File: config.mk
export PLATFORM = sky130hd
export DESIGN_NAME = bmra_div
export DESIGN_NICKNAME = d
export VERILOG_FILES = /design/src/sv/bmra_pkg.sv /design/src/sv/bmra_div.sv
export SDC_FILE = /design/constraint.sdc
export NUM_CORES = 1
export LEC_CHECK = 0
export CORE_MARGIN = 2
export CORE_UTILIZATION = 40
export CTS_CLUSTER_SIZE = 8
export DETAILED_ROUTE_END_ITERATION = 16
export DONT_BUFFER_PORTS = 1
export PLACE_DENSITY = 0.58
export SYNTH_ARGS = -nofsm -noshare
export SYNTH_HDL_FRONTEND = slang
export SYNTH_SLANG_ARGS = --single-unit
File: constraint.sdc
create_clock -name clk -period 7.3 [get_ports clk]
set_input_delay 1.46 -clock clk [delete_from_list [all_inputs] [get_ports clk]]
set_output_delay 1.46 -clock clk [all_outputs]
set_load 0.03 [all_outputs]
File: src/sv/bmra_pkg.sv
package bmra_pkg;

	localparam int TABLE_DEPTH = 131072;
	localparam int IDX_W = 17;
	localparam int BEAM_W = 3;
	localparam int VAL_W = 32;
	localparam int AW = $clog2(TABLE_DEPTH);
	localparam int CNT_W = $clog2(TABLE_DEPTH + 1);
	localparam int ACC_W = 34;
	localparam int SUM_W = ACC_W + CNT_W;
	localparam int DEG_W = 25;
	localparam int DVS_W = (CNT_W > DEG_W) ? CNT_W : DEG_W;
	localparam int STEP_W = $clog2(SUM_W + 1);
	localparam int ENT_W = BEAM_W + VAL_W;

	localparam logic signed [ACC_W-1:0] DEG180 = ACC_W'(180 * 65536);
	localparam logic signed [ACC_W-1:0] DEG360 = ACC_W'(360 * 65536);

	localparam int FRAC_W = 16;
	localparam int DEGW_W = ACC_W - FRAC_W;
	localparam int TURN_DEG = 360;
	localparam int RECIP_SHIFT = 26;
	localparam logic [DEGW_W-1:0] RECIP_TURN =
		DEGW_W'(((1 << RECIP_SHIFT) + TURN_DEG - 1) / TURN_DEG);

	localparam logic FUNC_STORE = 1'b0;
	localparam logic FUNC_QUERY = 1'b1;

	typedef enum logic [2:0] {
		ST_CLEAR,
		ST_IDLE,
		ST_WALK,
		ST_DRAIN,
		ST_DIVIDE,
		ST_FOLDCHK,
		ST_FOLD,
		ST_FINISH
	} bmra_state_t;

	typedef struct packed {
		logic              start;
		logic [STEP_W-1:0] steps;
	} div_req_t;

	typedef struct packed {
		logic busy;
		logic done;
	} div_rsp_t;

endpackage

File: src/sv/bmra_div.sv
module bmra_div import bmra_pkg::*; (
	input  logic             clk,
	input  logic             arst_n,
	input  div_req_t         req,
	input  logic [SUM_W-1:0] dividend,
	input  logic [DVS_W-1:0] divisor,
	output div_rsp_t         rsp,
	output logic [SUM_W-1:0] quotient
);

	logic              busy_q;
	logic              done_q;
	logic [STEP_W-1:0] left_q;
	logic [SUM_W-1:0]  quo_q;
	logic [DVS_W-1:0]  rem_q;
	logic [DVS_W-1:0]  dvs_q;
	logic [DVS_W:0]    shifted;
	logic [DVS_W+1:0]  trial;
	logic              ge;
	logic [DVS_W-1:0]  rem_next;

	always_comb begin
		shifted = {rem_q, quo_q[SUM_W-1]};
		trial = {1'b0, shifted} - {2'b00, dvs_q};
		ge = !trial[DVS_W+1];
		rem_next = ge ? trial[DVS_W-1:0] : shifted[DVS_W-1:0];
	end

	always_ff @(posedge clk or negedge arst_n) begin
		if (!arst_n) begin
			busy_q <= 1'b0;
			done_q <= 1'b0;
			left_q <= '0;
		end else begin
			done_q <= 1'b0;
			if (req.start) begin
				busy_q <= 1'b1;
				left_q <= req.steps;
			end else if (busy_q) begin
				left_q <= left_q - STEP_W'(1);
				if (left_q == STEP_W'(1)) begin
					busy_q <= 1'b0;
					done_q <= 1'b1;
				end
			end
		end
	end

	always_ff @(posedge clk) begin
		if (req.start) begin
			quo_q <= dividend;
			rem_q <= '0;
			dvs_q <= divisor;
		end else if (busy_q) begin
			quo_q <= {quo_q[SUM_W-2:0], ge};
			rem_q <= rem_next;
		end
	end

	assign rsp.busy = busy_q;
	assign rsp.done = done_q;
	assign quotient = quo_q;

endmodule

Word-level counts from Yosys, hierarchy flattened
Index checks and enable logic that the tools add are counted.
Operators by class
  eq/ne operators: 1
  multiply operators: 0
  shift-type cells: 0
  order comparisons: 0
  bitwise logic cells: 0
  divide/modulo/power cells: 0
  reductions and logical operators: 2
  multiplexer cells: 11
  add/subtract/negate cells: 2
Operators by type and width (count)
  $mux W52: 2
  $sub A26 B25 Y27: 1
  $mux W25: 1
  $mux W6: 2
  $eq A6 B1 Y1 const B: 1
  $mux W1: 6
  $sub A6 B1 Y6 const B: 1
  $reduce_bool A2 Y1: 1
  $logic_not A1 Y1: 1
Word-level totals
  register bits: 110
  output and inout port bits: 54
  memory bits (writable): 0
  bits in read-only memories: 0
  logic and storage cells: 22
  memories: 0
  bits in latches: 0
  bits of input ports: 86

Depth between registers and ports, before layout
  depth after elaboration: 4
  depth in mapped cells: 13
  mapped depth without buffers: 11

Least setup slack after synthesis
OpenSTA, ideal clock, no wires.
  kind: input-to-reg
  start point: input port req[6] in the netlist's numbering
  end point: register quo_q[0], in the netlist quotient[0] (enable)
  arrival: 2.939 ns
  setup time: 0.406 ns
  data required time: 6.894 ns
  path slack: 3.955 ns
  path buffers: 1
  stages on the path: 3
  path through: clkbuf_1 -> nor2_1 -> inv_1
On the way
  word-level cells in the longest chain between the ends: 1
RTL lines
  start: declaration: line bmra_div.sv:4  | input div_req_t req,
  $reduce_bool A2 Y1 (no source line)
  end signal: assignment: line bmra_div.sv:51  | quo_q <= dividend;
  end signal: assignment: line bmra_div.sv:55  | quo_q <= {quo_q[SUM_W-2:0], ge};
  end: declaration: line bmra_div.sv:14  | logic [SUM_W-1:0] quo_q;
Every way passes these cells.
A chain may end at the register's enable or synchronous reset.

Final worst setup path
  start point: register quo_q[51], in the netlist quotient[51]
  end point: register rem_q[0]
On the way
  word-level cells in the longest chain between the ends: 2
RTL lines
  $sub A26 B25 Y27: line bmra_div.sv:24  | trial = {1'b0, shifted} - {2'b00, dvs_q};
  $mux W25 (*): line bmra_div.sv:26  | rem_next = ge ? trial[DVS_W-1:0] : shifted[DVS_W-1:0];
  end signal: assignment: line bmra_div.sv:56  | rem_q <= rem_next;
  end: declaration: line bmra_div.sv:15  | logic [DVS_W-1:0] rem_q;
Every way passes the cells marked *; elsewhere a longest branch is shown, timed or not.

==> results by group <==
Synth
  • Number of flops mapped to enable cells by yosys: 77
  • Synth top area share: 39.1%
  • Most used DFF post-synth: edfxtp_1
  • Register area share after synthesis: about half
  • Cell taking the most area after synthesis: edfxtp_1
  • Top post-synthesis cells by area: edfxtp_1, mux2_2, dfxtp_1, ha_1, nand2_1
  • Yosys cell types: just over 60
  • Ys Warns: 0
  • Net Count, Synth: roughly 650
  • Synthesized cell area: 0.00591 mm²
  • Async S/R FF share, synth: 7.27%
  • Cell count after synthesis: 533
  • Seq cells post-synth: 110
  • Avg Inst Size Synth: 11.1 µm²

Timing
  • Period utilization: around half
  • Max-slew headroom: between 20 and 25%
  • Min Tclk post-route: between 3000 and 4000 ps
  • Maximum clock frequency: between 0.2 and 0.3 GHz
  • Post-route setup TNS: 0 ps
  • RSZ-0062 raised after global routing: no
  • Final setup fails: 0
  • Clk_skew: 16.1 ps
  • Pin slew with the least headroom to its limit: between 1000 and 1500 ps
  • Pins Over Slew Limit: 0
  • Hold Vio Cnt, Final: 0

Finish
  • Area grow syn2layout: 7.07%
  • Fin area: ~0.0063 mm²
  • Most common cell after layout, fill and taps aside: edfxtp_1
  • Diode count: 0
  • Fillers: about 1.3k
  • Area of the multi-input gates: around 0.0026 mm²
  • Finished Core Util: between 40% and 50%
  • Most frequent cells in the layout: edfxtp_1, nand2_1, mux2_2
  • Share of cells above drive strength 1: approximately 15%
  • Fin nets: 630
  • FF/Latch Area: roughly 0.003 mm²

Worst setup path
  • Slowest cell delay on critical path: ~740 ps
  • Req. time, crit path: 7580 ps
  • Worst setup EP type: register
  • Crit-path cells: inv_1 -> ha_1 -> inv_1 -> fa_1 -> a21oi_1 -> o211ai_2 -> nand4_1 -> and2_4 -> a21o_1 -> mux2_1 -> a211oi_1
  • CP arrival: ~3800 ps
  • Crit start category: register
  • Crit path kind: register to register
  • Most used cell, CP: inv_1
  • Slowest CP cell: a21o_1
  • Crit-path max FO: 26

Die
  • Num rows: 44
  • Chip Height: roughly 130 µm
  • Die X-Extent: between 100 and 150 µm
  • Top Ports: between 100 and 150
  • Die ar.: roughly 0.016 mm²
  • Core area: ~0.014 mm²
  • Initial Utilization: 40.8%

Place
  • Placed Area: 0.00601 mm²
  • Final Wtd Congestion: roughly 0.9
  • Dpl hpwl: roughly 8.5 mm
  • Buffers added on ports: 0

Global routing
  • Initial antenna violation count: 0
  • Gr usage total: between 10% and 20%
  • Vias in the first global route: roughly 4k
  • Met2 GRT Util: around a quarter
  • First-pass GRT wire length: between 20 and 25 mm
  • Grt met3 use: about 6.7%
  • Largest net degree at the start of global routing: approximately 110
  • Met1 usage in global routing: roughly a fifth
  • Total gr overflow: 0
  • Global route hottest layer: met2

Job
  • MaxCap Viol Count: 0

Drt
  • DRC viols: 0
  • Drt first pass iters: 4
  • Avg WL per Cell: ~17 µm
  • ANT nets after route: 0
  • Iter 0 DRT Violations: roughly 180
  • Via count: about 3.9k
  • Vias per cell: between 5 and 6
  • WL final: between 10 and 15 mm

Power
  • P_leak: ~2.5 nW
  • Sw frac: between 30% and 40%
  • Register share of total power: 54.6%
  • Worst VDD drop: roughly 0.00013 V
  • Comb power frac: between 10 and 15%
  • Sw Pwr: 0.000482 W
  • Pwr Total: ~0.0016 W
  • Internal: roughly 0.0011 W
  • PD cells: between 200 and 250 mW/mm²
  • Clock share of power: between 30% and 40%

CTS
  • Clock Latency Late Sink: 370 ps
  • # H-tree levels: 3
  • Clk buf depth: 2
  • Setup Buffers After CTS: 0
  • Num CTS Buffers: 9
  • Worst-path clk slew: 80 ps
  • Num Clock Sinks: 110
  • CTS tree: built
  • Clock root cell: clkbuf_16
  • Post-CTS resize count: 0
  • Hold buffer count at CTS: 0

Hold path
  • Hold Crit Class: register to register

Run status
  • Status: completed
-- per-layer routing --
layer | part of all wire, % | vias up | wire [µm]
met5 | 0 | - | 0
met4 | 1.4 | 0 | 169
met3 | 8.2 | 11 | 998
met2 | 47 | 125 | 5690
met1 | 44 | 1831 | 5370
li1 | - | 1918 | -
-- worst max-delay path: cells and delay by family, from the launching register on --
family          cells  cell delay, ps
fa+ha+maj           2             580
simple gates        2             350
compound gates      4            1420
mux                 1             390
buf+inv             2             200
flops               1             540
-- cells by family (layout without fill, tap and decap cells) --
group,count (synthesis),after routing,share of synthesized area (%)
xor gates and xnor gates,25,25,3.70
muxes,54,54,10.3
AOI/OAI and AO/OA,117,117,14.1
and+or+nand+nor,135,135,10.3
buffers and inverters,64,52,4.57
adders and majority gates,28,28,6.05
DFF,110,110,51.0
-- through the flow --
stage / setup WS, ps / hold WS, ps / std cells
4_1_cts: 3710 / 495 / 705
3_5_place_dp: 3720 / 485 / 689
2_1_floorplan: 3960 / 459 / 533
3_3_place_gp: 3850 / 484 / 689
5_1_grt: 3470 / 525 / 705
6_report: 3760 / 498 / 705
-- power groups by stage --
stage,clock network (W),logic [W],registers [W]
floorplan,0,0.000177,0.000856
global placement,0,0.000196,0.000870
detailed placement,0,0.000202,0.000870
CTS,0.000529,0.000202,0.000857
global route,0.000553,0.000228,0.000864
finish,0.000510,0.000201,0.000856
-- cells in the mapped netlist, drive strengths merged (2+ instances only) --
cell,count
a21o,10
nand2b,2
mux2,54
a31o,2
o211a,3
o211ai,7
and2,3
edfxtp,77
a31oi,3
nor2,38
xor2,15
nand4,5
a211oi,3
inv,35
o21ai,23
nor2b,5
xnor2,10
nor3,5
clkbuf,13
ha,27
dfxtp,25
a21oi,25
buf,16
nand3b,2
a221oi,2
and3,2
a311oi,17
nand2,59
a41oi,2
o21bai,3
a32oi,7
o31ai,2
nand3,6
dfrtp,8
nor3b,2
-- area by class of cell --
class / count / area share [%]
timing repair buffer: 1 / 0.119
inverter: 35 / 2.08
clock buffer: 9 / 3.56
tap: 184 / 3.64
clock inverter: 7 / 1.48
multi-input combinational: 359 / 41.5
sequential: 110 / 47.6
-- final timing paths --
check | end | cells past startpoint | startpoint | slack, ps
max | rem_q[0] | 11 | quotient[51] | 3760
min | rem_q[13] | 2 | rem_q[12] | 500
max reg2reg | rem_q[0] | 11 | quotient[51] | 3760
min in group asynchronous | left_q[2] | 0 | arst_n | 790
max in group asynchronous | left_q[5] | 0 | arst_n | 6440
min reg2reg | rem_q[13] | 2 | rem_q[12] | 500
-- flip-flops by register name, indices dropped and copies added (netlist names) --
signal and flops:
rem_q 25, done_q 1, quotient 52, left_q 6, dvs_q 25, busy_q 1
Power figures use the tool's default switching activity.
